[src/rtl/core/mflg_pkg.sv]
package mflg_pkg;

    // Sizing of the node and edge stores.
    localparam int MAX_NODES = 256;
    localparam int MAX_EDGES = 1024;

    // Derived widths.
    localparam int NODE_W = $clog2(MAX_NODES);
    localparam int CNT_W  = $clog2(MAX_NODES + 1);
    localparam int LVL_W  = CNT_W;
    localparam int PAIR_W = $clog2(MAX_EDGES + 1);
    localparam int SLOT_W = $clog2(2 * MAX_EDGES);
    localparam int SCAN_W = SLOT_W + 1;
    localparam int CAP_W  = 32;
    localparam int FLOW_W = 31;
    localparam int TOT_W  = 48;
    localparam int CFG_W  = 9;
    localparam int CIDX_W = 2;

    localparam logic [LVL_W-1:0]  LEVEL_NONE = '1;
    localparam logic [FLOW_W-1:0] FLOW_INF   = '1;

    // Action codes.
    localparam logic [1:0] ACT_CLEAR = 2'd0;
    localparam logic [1:0] ACT_ADD   = 2'd1;
    localparam logic [1:0] ACT_RUN   = 2'd2;

    // Status codes.
    localparam logic [1:0] ST_OK    = 2'd0;
    localparam logic [1:0] ST_FULL  = 2'd1;
    localparam logic [1:0] ST_RANGE = 2'd2;

    // Configuration register indexes.
    localparam logic [CIDX_W-1:0] CFG_NODE_COUNT = 2'd0;
    localparam logic [CIDX_W-1:0] CFG_SOURCE     = 2'd1;
    localparam logic [CIDX_W-1:0] CFG_SINK       = 2'd2;

    typedef struct packed {
        logic [1:0]        action;
        logic [NODE_W-1:0] from_node;
        logic [NODE_W-1:0] to_node;
        logic [FLOW_W-1:0] capacity;
    } t_in_item;

    typedef struct packed {
        logic [1:0]       status;
        logic [TOT_W-1:0] max_flow;
    } t_out_item;

    typedef struct packed {
        logic [NODE_W-1:0] tail;
        logic [NODE_W-1:0] head;
    } t_edge;

    typedef struct packed {
        logic [NODE_W-1:0] node;
        logic [LVL_W-1:0]  level;
    } t_qent;

    typedef struct packed {
        logic [NODE_W-1:0] node;
        logic [SCAN_W-1:0] cursor;
        logic [SLOT_W-1:0] taken;
        logic [FLOW_W-1:0] limit;
    } t_frame;

    typedef enum logic [4:0] {
        S_IDLE, S_DECODE, S_ADD_REV, S_LV_CLR, S_LV_SRC, S_BQ_RD, S_BQ_LD,
        S_BE_RD, S_BE_CHK, S_BE_LV, S_VS_CLR, S_VS_SRC, S_DE_RD, S_DP_LD,
        S_DE_CHK, S_DE_VL, S_AU_RS, S_AU_RT, S_AU_W1, S_AU_W2, S_DONE
    } t_state;

    typedef enum logic [4:0] {
        OP_NONE, OP_LOAD, OP_CLEAR, OP_ADD_FULL, OP_ADD_BAD, OP_ADD_FWD,
        OP_ADD_REV, OP_RUN_BAD, OP_RES_OK, OP_RUN_INIT, OP_LV_CLR, OP_LV_SRC,
        OP_BQ_POP, OP_BQ_LOAD, OP_E_RD, OP_E_NEXT, OP_VL_RD, OP_BE_MARK,
        OP_BFS_END, OP_VS_CLR, OP_VS_SRC, OP_POP, OP_FR_LOAD, OP_PUSH,
        OP_AU_RS, OP_AU_RT, OP_AU_W1, OP_AU_W2, OP_AU_END, OP_PHASE_END,
        OP_EMIT
    } t_dp_op;

    typedef struct packed {
        logic [1:0] action;
        logic       full;
        logic       node_bad;
        logic       run_bad;
        logic       src_eq_snk;
        logic       lv_last;
        logic       q_empty;
        logic       e_end;
        logic       edge_hit;
        logic       push_ok;
        logic       at_sink;
        logic       dfs_bottom;
        logic       aug_end;
        logic       out_free;
    } t_dp_stat;

endpackage

[src/rtl/core/mflg_ctrl.sv]
module mflg_ctrl import mflg_pkg::*; (
    input  logic     i_clk,
    input  logic     i_rst_n,
    input  logic     i_in_valid,
    input  t_dp_stat i_stat,
    output t_dp_op   o_op,
    output logic     o_in_stall
);

    t_state r_state, n_state;

    // State register.
    always_ff @(posedge i_clk) begin
        if (!i_rst_n) begin
            r_state <= S_IDLE;
        end else begin
            r_state <= n_state;
        end
    end

    // Next state.
    always_comb begin
        n_state = r_state;
        unique case (r_state)
            S_IDLE: begin
                if (i_in_valid) n_state = S_DECODE;
            end
            S_DECODE: begin
                if (i_stat.action == ACT_ADD) begin
                    if (i_stat.full || i_stat.node_bad) n_state = S_DONE;
                    else n_state = S_ADD_REV;
                end else if (i_stat.action == ACT_RUN) begin
                    if (i_stat.run_bad || i_stat.src_eq_snk) n_state = S_DONE;
                    else n_state = S_LV_CLR;
                end else begin
                    n_state = S_DONE;
                end
            end
            S_ADD_REV: n_state = S_DONE;
            S_LV_CLR: begin
                if (i_stat.lv_last) n_state = S_LV_SRC;
            end
            S_LV_SRC: n_state = S_BQ_RD;
            S_BQ_RD: begin
                n_state = i_stat.q_empty ? S_VS_CLR : S_BQ_LD;
            end
            S_BQ_LD: n_state = S_BE_RD;
            S_BE_RD: begin
                n_state = i_stat.e_end ? S_BQ_RD : S_BE_CHK;
            end
            S_BE_CHK: begin
                n_state = i_stat.edge_hit ? S_BE_LV : S_BE_RD;
            end
            S_BE_LV: n_state = S_BE_RD;
            S_VS_CLR: begin
                if (i_stat.lv_last) n_state = S_VS_SRC;
            end
            S_VS_SRC: n_state = S_DE_RD;
            S_DE_RD: begin
                if (i_stat.e_end) n_state = i_stat.dfs_bottom ? S_DONE : S_DP_LD;
                else n_state = S_DE_CHK;
            end
            S_DP_LD: n_state = S_DE_RD;
            S_DE_CHK: begin
                n_state = i_stat.edge_hit ? S_DE_VL : S_DE_RD;
            end
            S_DE_VL: begin
                if (i_stat.push_ok && i_stat.at_sink) n_state = S_AU_RS;
                else n_state = S_DE_RD;
            end
            S_AU_RS: begin
                n_state = i_stat.aug_end ? S_LV_CLR : S_AU_RT;
            end
            S_AU_RT: n_state = S_AU_W1;
            S_AU_W1: n_state = S_AU_W2;
            S_AU_W2: n_state = S_AU_RS;
            S_DONE: begin
                if (i_stat.out_free) n_state = S_IDLE;
            end
            default: n_state = S_IDLE;
        endcase
    end

    // Datapath commands.
    always_comb begin
        o_op = OP_NONE;
        unique case (r_state)
            S_IDLE: begin
                if (i_in_valid) o_op = OP_LOAD;
            end
            S_DECODE: begin
                if (i_stat.action == ACT_CLEAR) begin
                    o_op = OP_CLEAR;
                end else if (i_stat.action == ACT_ADD) begin
                    if (i_stat.full) o_op = OP_ADD_FULL;
                    else if (i_stat.node_bad) o_op = OP_ADD_BAD;
                    else o_op = OP_ADD_FWD;
                end else if (i_stat.action == ACT_RUN) begin
                    if (i_stat.run_bad) o_op = OP_RUN_BAD;
                    else if (i_stat.src_eq_snk) o_op = OP_RES_OK;
                    else o_op = OP_RUN_INIT;
                end else begin
                    o_op = OP_RES_OK;
                end
            end
            S_ADD_REV: o_op = OP_ADD_REV;
            S_LV_CLR:  o_op = OP_LV_CLR;
            S_LV_SRC:  o_op = OP_LV_SRC;
            S_BQ_RD:   o_op = i_stat.q_empty ? OP_BFS_END : OP_BQ_POP;
            S_BQ_LD:   o_op = OP_BQ_LOAD;
            S_BE_RD:   o_op = i_stat.e_end ? OP_NONE : OP_E_RD;
            S_BE_CHK:  o_op = i_stat.edge_hit ? OP_VL_RD : OP_E_NEXT;
            S_BE_LV:   o_op = OP_BE_MARK;
            S_VS_CLR:  o_op = OP_VS_CLR;
            S_VS_SRC:  o_op = OP_VS_SRC;
            S_DE_RD: begin
                if (i_stat.e_end) o_op = i_stat.dfs_bottom ? OP_PHASE_END : OP_POP;
                else o_op = OP_E_RD;
            end
            S_DP_LD:   o_op = OP_FR_LOAD;
            S_DE_CHK:  o_op = i_stat.edge_hit ? OP_VL_RD : OP_E_NEXT;
            S_DE_VL:   o_op = i_stat.push_ok ? OP_PUSH : OP_E_NEXT;
            S_AU_RS:   o_op = i_stat.aug_end ? OP_AU_END : OP_AU_RS;
            S_AU_RT:   o_op = OP_AU_RT;
            S_AU_W1:   o_op = OP_AU_W1;
            S_AU_W2:   o_op = OP_AU_W2;
            S_DONE: begin
                if (i_stat.out_free) o_op = OP_EMIT;
            end
            default: o_op = OP_NONE;
        endcase
    end

    assign o_in_stall = (r_state != S_IDLE);

endmodule

[config.mk]
export PLATFORM = sky130hd
export DESIGN_NAME = mflg_ctrl
export DESIGN_NICKNAME = d
export VERILOG_FILES = /design/src/rtl/core/mflg_pkg.sv /design/src/rtl/core/mflg_ctrl.sv
export SDC_FILE = /design/constraint.sdc
export NUM_CORES = 1
export LEC_CHECK = 0
export BUFFER_PORTS_ARGS = -buffer_cell sky130_fd_sc_hd__clkbuf_2
export CAP_MARGIN = 10
export CORE_ASPECT_RATIO = 1.1
export CORE_MARGIN = 2
export CORE_UTILIZATION = 49
export DETAILED_ROUTE_END_ITERATION = 10
export GPL_TIMING_DRIVEN = 0
export PLACE_DENSITY_LB_ADDON = 0.12
export SLEW_MARGIN = 15
export SYNTH_ARGS = -nofsm -noshare
export SYNTH_HDL_FRONTEND = slang
export SYNTH_SLANG_ARGS = --single-unit
[constraint.sdc]
create_clock -name i_clk -period 2.47 [get_ports i_clk]
set_input_delay 0.247 -clock i_clk [delete_from_list [all_inputs] [get_ports i_clk]]
set_output_delay 0.247 -clock i_clk [all_outputs]
set_load 0.005 [all_outputs]
## Word-level counts from Yosys, hierarchy flattened

Index checks and enable logic that the tools add are counted.

| storage, ports and cells | value |
|---|---|
| register bits | 5 |
| input port bits | 18 |
| output and inout port bits | 6 |

| operators by class | value |
|---|---|
| equal/unequal tests | 26 |
| multiplexer cells | 34 |
| reduce and logical (&&, ||, !) cells | 10 |

Operator list:

| kind | number |
|---|---|
| 5-bit 2-to-1 mux | 20 |
| 5-bit one-hot mux with 20 select lines | 1 |
| 5-bit one-hot mux with 19 select lines | 1 |
| 5-bit by 4-bit == test with 1-bit output (second input constant) | 8 |
| 5-bit == test (second input constant) | 5 |
| 4-bit 2-to-1 mux | 6 |
| 5-bit by 3-bit == test with 1-bit output (second input constant) | 4 |
| 5-bit by 2-bit == test with 1-bit output (second input constant) | 2 |
| 2-bit inequality test (second input constant) | 4 |
| 3-bit 2-to-1 mux | 2 |
| 2-bit OR reduction | 3 |
| 5-bit by 1-bit == test with 1-bit output (second input constant) | 1 |
| 5-bit zero test | 1 |
| 5-bit nonzero test | 1 |
| 4-bit AND reduction | 1 |
| 1-bit 2-to-1 mux | 3 |
| 2-bit by 1-bit == test with 1-bit output (second input constant) | 1 |
| 2-bit == test (second input constant) | 1 |
| 2-bit zero test | 1 |
| 1-bit logical OR | 2 |
| 2-bit 2-to-1 mux | 1 |
| 1-bit logical AND | 1 |

## Logic depth before layout (Yosys ltp)

Gate-level depths: netlist of the first run.

| logic depth | value |
|---|---|
| depth in word-level cells | 6 |
| gate-level depth with buffers | 8 |

## Worst setup path before layout of the first run

OpenSTA, ideal clock, no wires.

| timing path | value |
|---|---|
| path type | register to output |
| start point | register r_state[3] |
| end point | output o_op[1] |
| arrival time | 1.427 ns |
| setup slack | 0.796 ns |
| cell stages (with the launch flop) | 5 |
| path buffers | 0 |
| cells stage by stage | dfxtp_1 > nor3b_2 > and3_4 > a311o_1 > or4_1 |

| between the ends | value |
|---|---|
| cells in the longest elaborated chain, start to end | 3 |
| elaborated cells on any way between the ends | 23 |

RTL lines:

| item | line | text |
|---|---|---|
| start: declaration | mflg_ctrl.sv:10 | `t_state r_state, n_state;` |
| start signal: assignment | mflg_ctrl.sv:17 | `r_state <= n_state;` |
| 5-bit by 4-bit == test with 1-bit output | mflg_ctrl.sv:87 | `unique case (r_state)` |
| 2-bit OR reduction (no source line) | -- |  |
| 5-bit one-hot mux with 20 select lines * | mflg_ctrl.sv:87 |  |
| end: declaration | mflg_ctrl.sv:6 | `output t_dp_op o_op,` |

Every way passes the cells marked *; elsewhere a longest branch is shown, timed or not.

## Final worst setup path of the first run

| timing path | value |
|---|---|
| start point | register r_state[0] |
| end point | output o_op[3] |

The elaborated chain is that of the path after synthesis.

==> results of run 1 <==
==> layer usage <==
metal	wire length (um)	track usage [%]	up-vias
li1	-	-	722
met3	374	2.46	18
met5	0	0	-
met4	159	17.1	0
met1	1590	40.9	704
met2	1880	52.7	109
==> path summary, 6_finish.rpt <==
path	slack, ps	start	cells after the start	end
worst max-delay path	230	r_state[0]	7	o_op[3]
worst min-delay path	260	i_rst_n	3	r_state[1]
worst max register to register	670	r_state[1]	8	r_state[1]
worst min register to register	700	r_state[0]	3	r_state[0]
==> layout by cell type (no fill, tap or decap), types with 2 or more instances in the layout <==
| master | count |
|---|---|
| o2111ai_1 | 2 |
| nor2_1 | 11 |
| a31oi_1 | 3 |
| clkbuf_1 | 3 |
| nor4_1 | 2 |
| clkbuf_2 | 23 |
| nand2b_1 | 7 |
| nor3_1 | 4 |
| nor3b_1 | 2 |
| clkbuf_4 | 3 |
| o211ai_1 | 2 |
| o22ai_1 | 2 |
| nand2_1 | 18 |
| o21a_1 | 2 |
| o31ai_1 | 4 |
| a21oi_1 | 12 |
| inv_1 | 9 |
| a311oi_1 | 2 |
| o21ai_0 | 19 |
| buf_2 | 5 |
| nor4b_1 | 3 |
| nand4_1 | 2 |
| a22oi_1 | 5 |
| a32o_1 | 2 |
| nor2b_1 | 12 |
| buf_4 | 4 |
| nand3_1 | 9 |
| dfxtp_1 | 5 |
==> final cells by class <==
| cell class | instances | area [um^2] | share of cell area [%] |
|---|---|---|---|
| sequential | 5 | 100 | 7.60 |
| clock buffer | 4 | 26.3 | 1.99 |
| buffer | 12 | 73.8 | 5.60 |
| inverter | 10 | 37.5 | 2.85 |
| multi-input combinational | 150 | 927 | 70.4 |
| tap | 30 | 37.5 | 2.85 |
| timing repair buffer | 23 | 115 | 8.74 |
==> kinds of logic (layout without fill, tap and decap cells) <==
logic type / count (synthesis) / in the layout / synth area share, %
AND/OR/NAND/NOR: 83 / 83 / 42.0
flip-flops: 5 / 5 / 8.79
multiplexers: 2 / 2 / 1.87
buffers and inverters: 22 / 49 / 9.78
AO/OA/AOI/OAI: 65 / 65 / 37.6
==> power breakdown <==
part           internal, W  leakage, nW  switching [W]
Clock            0.0000609       0.0150      0.0000313
Combinational     0.000372        0.478       0.000581
Sequential        0.000107       0.0409      0.0000263
==> cell usage after synthesis (3+ instances only) <==
cell / n / area share [%]
o21ai_0: 19 / 8.4
nand2_1: 18 / 5.9
a21oi_1: 12 / 5.3
nor2b_1: 12 / 6.6
nor2_1: 11 / 3.6
inv_1: 9 / 3.0
nand3_1: 9 / 4.0
nand2b_1: 7 / 3.8
a22oi_1: 5 / 3.3
buf_2: 5 / 2.2
dfxtp_1: 5 / 8.8
buf_4: 4 / 2.6
nor3_1: 4 / 1.8
o31ai_1: 4 / 2.6
a31oi_1: 3 / 1.6
nor4b_1: 3 / 2.3
==> critical path, cell delays in order (launching register included) <==
cell and delay, ps:
dfxtp_1 380, buf_2 230, nor2b_1 320, a22oi_1 140, o31ai_1 390, a31oi_1 90, nand4_1 90, clkbuf_2 120
==> per-stage QoR <==
stage	setup WS [ps]	power (W)	instance area (um^2)
CTS	281	0.00115	1320
global route	166	0.00127	1320
global placement	555	0.00106	1290
detailed placement	551	0.00105	1290
floorplan	796	0.000782	1140
finish	229	0.00118	1320
==> impl_metrics.ini, run 1 <==
[synthesis]
synth_edf_count = 0
synth.avg_cell_area_um2 = 6.43
yosys_warnings = 0
synthDistinctLibCells = 53
synth_nets = 195
yosysSeqAreaShare_pct = 8.79
syn_area_um2 = 1140
synthArstFlopShare_pct = 0
synthCells = 177
ys.flop_type = dfxtp_1
ys_ff_latch = 5

[timing]
fmax_ghz = 0.446
finalSetupViolations = 0
worst_slew_pin_slew_ps = 548
tns_ps = 0
fin_crit_ps = 2240
rsz0062_at_grt = no
hold_viol = 0
timing.final.crit_share_pct = 90.7
fin_hold_ws_ps = 260
skew_ps = 4.50
drv_slew = 0
slew_headroom_pct = 63.3

[die]
die_h_um = 54.6
dieArea_um2 = 2730
die_w_um = 50.0
core_area_um2 = 2230
io_pins = 24
core.rowCount = 18
start_util_pct = 51.1

[hold_path]
hold_path.class = in2reg

[placement]
io_buffers = 23
routabilityCongestion = 0.950
place.detailed.hpwl_um = 3120
dp_cells = 230

[clock_tree]
root_buffer = clkbuf_4
clk_pin_slew_worst_paths_ps = 40
numCtsBuffers = 3
cts_setup_buffers = 0
clk_latency_ps = 240
cts.sinks = 5
post_cts_hold_buffer_count = 0
cts_resized = 0
cts.path.max_buffers = 2
cts_tree = done
cts_max_level = 1

[cells_and_area]
num_antenna_cells = 0
reg.largest.list = r_state (5)
largest_reg_flops = 5
area_growth_pct = 15.7
nets = 223
top_register = r_state
final_util_pct = 59.1
fillers = 221
layout.cells.non_filler = 234
drive_above_1_share_pct = 21.1

[global_route]
grt_overflow_total = 0
antenna_found_initial = 0
grt_pass1_vias = 1316
grt_usage_pct = 31.5
grt_max_degree = 11
grt_pass1_wl_um = 6470

[detailed_routing]
ant_nets = 0
drc = 0
vias_per_cell = 6.64
wl_um = 4000
wire_per_inst_um = 17.1
dr.pass1.iters = 4
vias = 1553
initialDrtViolationCount = 108

[power_and_ir_drop]
powerDensity_nw_per_um2 = 894
peakVddDrop_v = 0.000462
leakagePower_nw = 0.534

[setup_path]
crit_type = reg2out
end_kind = output port
cp-start-kind = flop
critical_path_arrival_ps = 1990
worstPathMaxFanout = 10
worstPathRequired_ps = 2220

[run]
max_cap_violations = 0

[status]
status = finished, final reports clean
Note: power is estimated with default switching activity, not from simulation.
==> run 2: changes to the inputs <==
- GPL_ROUTABILITY_DRIVEN: unset -> 1
- MAX_ROUTING_LAYER: unset -> met4
==> impl_metrics.ini, run 2 (same netlist as run 1, synthesis figures left out) <==
[placement]
place.detailed.hpwl_um = 3200
io_buffers = 23
routabilityCongestion = 0.986
place_area_um2 = 1290

[clock_tree]
cts.sinks = 5
clk_latency_ps = 240
cts_resized = 0
numCtsBuffers = 3
cts_setup_buffers = 0
post_cts_hold_buffer_count = 0
root_buffer = clkbuf_4
clk_pin_slew_worst_paths_ps = 50
cts_max_level = 1
cts_tree = done
cts.path.max_buffers = 2

[setup_path]
cp-start-kind = flop
slowest_stage = dfxtp_1
slowest_delay_ps = 550
critPathTopFamily = compound AO/OA/AOI/OAI gates
crit_type = reg2out
critical_path_arrival_ps = 2020
worstPathMaxFanout = 10
critical_path_buf_inv_count = 2
crit_chain = buf_4, nand2_1, a2111oi_0, a221oi_1, nand2_1, clkbuf_2
cpMostUsedCell = nand2_1
worstPathRequired_ps = 2220
end_kind = output port

[cells_and_area]
layout_commonest_cell = clkbuf_2
largest_reg_flops = 5
top_register = r_state
multi_input_area_um2 = 927
area_growth_pct = 15.7
layout_common_cells = clkbuf_2, o21ai_0, nand2_1, nor2b_1, a21oi_1
drive_above_1_share_pct = 21.1
ff_latch_area_um2 = 100
reg.largest.list = r_state (5)
num_antenna_cells = 0
fin_area_um2 = 1320
fillers = 238
nets = 223

[global_route]
grt_max_degree = 11
antenna_found_initial = 0
grt_overflow_total = 0
grt_pass1_wl_um = 6860
grt_pass1_vias = 1395
grt_usage_pct = 34.8

[die]
dieArea_um2 = 2730
die_h_um = 54.6
io_pins = 24
core.rowCount = 18
die_w_um = 50.0
core_area_um2 = 2230
start_util_pct = 51.1

[power_and_ir_drop]
combPwrFrac_pct = 80.6
p_int_w = 0.000540
powerDensity_nw_per_um2 = 908
peakVddDrop_v = 0.000411
p_sw_w = 0.000657
leakagePower_nw = 0.534
switching_share_pct = 54.9
p_seq_share_pct = 11.2
clockPowerShare_pct = 8.2
power_w = 0.00120

[timing]
rsz0062_at_grt = no
hold_viol = 0
fin_crit_ps = 2270
worst_slew_pin_slew_ps = 533
finalSetupViolations = 0
tns_ps = 0
skew_ps = 6.58
timing.final.crit_share_pct = 91.8
fmax_ghz = 0.441
drv_slew = 0
slew_headroom_pct = 63.9

[detailed_routing]
wire_per_inst_um = 18.1
initialDrtViolationCount = 114
drc = 0
vias_per_cell = 6.64
wl_um = 4250
dr.pass1.iters = 4
ant_nets = 0
vias = 1554

[hold_path]
hold_path.class = in2reg

[run]
max_cap_violations = 0

[status]
status = finished, final reports clean
[run 2: cell counts in the layout (fill, tap and decap cells not counted)]
No cell type changed its count.
[run 2: stage by stage]
stage	util [%]	setup slack [ps]	std cells	hold slack, ps
after detailed placement	57.9	553	230	515
after global placement	57.9	539	230	505
after CTS	59.1	279	234	256
final	59.1	203	234	259
after global routing	59.1	59.8	234	259
after floorplan	-	796	177	364
[run 2: area by class of cell]
cell class | instances | share of cell area [%]
well taps | 30 | 2.85
plain buffers | 12 | 5.60
inverters | 10 | 2.85
multi-input cells | 150 | 70.4
clock buffers | 4 | 1.99
flip-flops and latches | 5 | 7.60
repair buffers | 23 | 8.74
[run 2: worst paths after layout]
kind	from	end	slack, ps	cells after the start
setup / recovery	r_state[3]	o_op[4]	200	6
setup reg to reg	r_state[1]	r_state[1]	620	8
hold / removal	i_rst_n	r_state[1]	260	3
hold reg to reg	r_state[4]	r_state[0]	700	4
[run 2: worst min-delay path: stages]
cell and delay (ps):
clkbuf_2 110, nand3_1 70, nor2_1 40
[run 2: power by group through the flow]
stage	combinational, W	clock [W]	sequential, W
3_5_place_dp	0.000932	0	0.000133
4_1_cts	0.000937	0.000101	0.000133
3_3_place_gp	0.000931	0	0.000133
5_1_grt	0.00104	0.000109	0.000139
2_1_floorplan	0.000656	0	0.000126
6_report	0.000964	0.0000978	0.000134
[run 2: per-layer routing]
| metal | GRT usage, % | vias up | part of all wire, % |
|---|---|---|---|
| met5 | - | - | 0 |
| met4 | 18.5 | 0 | 2.9 |
| met3 | 4.10 | 12 | 10 |
| met2 | 55.3 | 107 | 47 |
| met1 | 43.7 | 718 | 40 |
| li1 | - | 717 | - |
==> run 3: changes to the inputs <==
- CORE_UTILIZATION: 49 -> 25
==> impl_metrics.ini, run 3 (same netlist as run 1, synthesis figures left out) <==
[status]
status = finished, final reports clean

[timing]
slew_headroom_pct = 59.8
drv_slew = 0
skew_ps = 1.48
timing.final.crit_share_pct = 90.7
fin_crit_ps = 2240
hold_viol = 0
worst_slew_pin_slew_ps = 602
setup_slack_ps = 229
rsz0062_at_grt = no
fmax_ghz = 0.446
tns_ps = 0
finalSetupViolations = 0

[cells_and_area]
area_growth_pct = 20.0
nets = 223
top_register = r_state
reg.largest.list = r_state (5)
layout_commonest_cell = clkbuf_2
final_util_pct = 31.4
drive_above_1_share_pct = 21.1
layout_common_cells = clkbuf_2, o21ai_0, nand2_1, nor2b_1, a21oi_1
fillers = 495
largest_reg_flops = 5
layout.cells.non_filler = 258
num_antenna_cells = 0

[setup_path]
crit_type = reg2out
end_kind = output port
cp-start-kind = flop
critical_path_arrival_ps = 1990
worstPathMaxFanout = 10
worstPathRequired_ps = 2220

[clock_tree]
cts_tree = done
numCtsBuffers = 3
cts_max_level = 1
clk_pin_slew_worst_paths_ps = 40
cts_resized = 0
cts_setup_buffers = 0
post_cts_hold_buffer_count = 0
cts.path.max_buffers = 2
clk_latency_ps = 220
root_buffer = clkbuf_8
cts.sinks = 5

[detailed_routing]
vias_per_cell = 5.88
wl_um = 4430
vias = 1517
wire_per_inst_um = 17.2
dr.pass1.iters = 4
initialDrtViolationCount = 127
drc = 0
ant_nets = 0

[global_route]
antenna_found_initial = 0
grt_pass1_wl_um = 7090
grt_usage_pct = 18.9
grt_pass1_vias = 1411
grt_max_degree = 11
grt_overflow_total = 0

[placement]
place.detailed.hpwl_um = 3450
routabilityCongestion = 0.849
io_buffers = 23
dp_cells = 254
place_ws_ps = 507

[run]
max_cap_violations = 0

[die]
start_util_pct = 26.2
io_pins = 24
core_area_um2 = 4350
die_h_um = 74.8
dieArea_um2 = 5110
die_w_um = 68.3
core.rowCount = 25

[power_and_ir_drop]
power_w = 0.00125
leakagePower_nw = 0.542
peakVddDrop_v = 0.000220
powerDensity_nw_per_um2 = 914

[hold_path]
hold_path.class = in2reg
## run 3: cell types whose count changed in the layout (fill, tap and decap cells not counted)
cell	change
clkbuf_4	-3
clkbuf_8	+3
## run 3: worst paths after layout
path | from | endpoint | slack, ps | cells after the start
worst min-delay path | i_rst_n | r_state[1] | 270 | 3
worst max register to register | r_state[2] | r_state[2] | 630 | 6
worst max-delay path | r_state[3] | o_op[3] | 230 | 8
worst min register to register | r_state[0] | r_state[0] | 690 | 3
## run 3: through the flow
stage / hold WS, ps / cell area, um^2
floorplan: 364 / 1140
global placement: 501 / 1320
detailed placement: 501 / 1320
CTS: 271 / 1370
global route: 289 / 1370
finish: 274 / 1370
## run 3: report_power, final
part	switching [W]	internal, W
logic	0.000590	0.000372
clock network	0.0000394	0.000111
registers	0.0000293	0.000107
## run 3: worst max-delay path: stages, from the launching register on
cell	delay (ps)
dfxtp_1	520
buf_4	250
buf_4	190
nor2b_1	250
nand2_1	80
o22ai_1	140
a31oi_1	130
nand4_1	90
clkbuf_2	120
## run 3: area by class of cell
| class | instances | area [um^2] | area share, % |
|---|---|---|---|
| plain buffers | 12 | 73.8 | 5.40 |
| clock buffers | 4 | 45.0 | 3.30 |
| inverters | 10 | 37.5 | 2.75 |
| multi-input cells | 150 | 927 | 67.9 |
| flip-flops and latches | 5 | 100 | 7.33 |
| well taps | 54 | 67.6 | 4.95 |
| repair buffers | 23 | 115 | 8.42 |
## run 3: per-layer routing
metal	track usage (%)	vias to the layer above	wire [um]
met5	-	-	0
met3	1.35	16	347
met2	30.0	87	2050
met4	8.67	0	148
li1	-	720	-
met1	24.5	694	1880
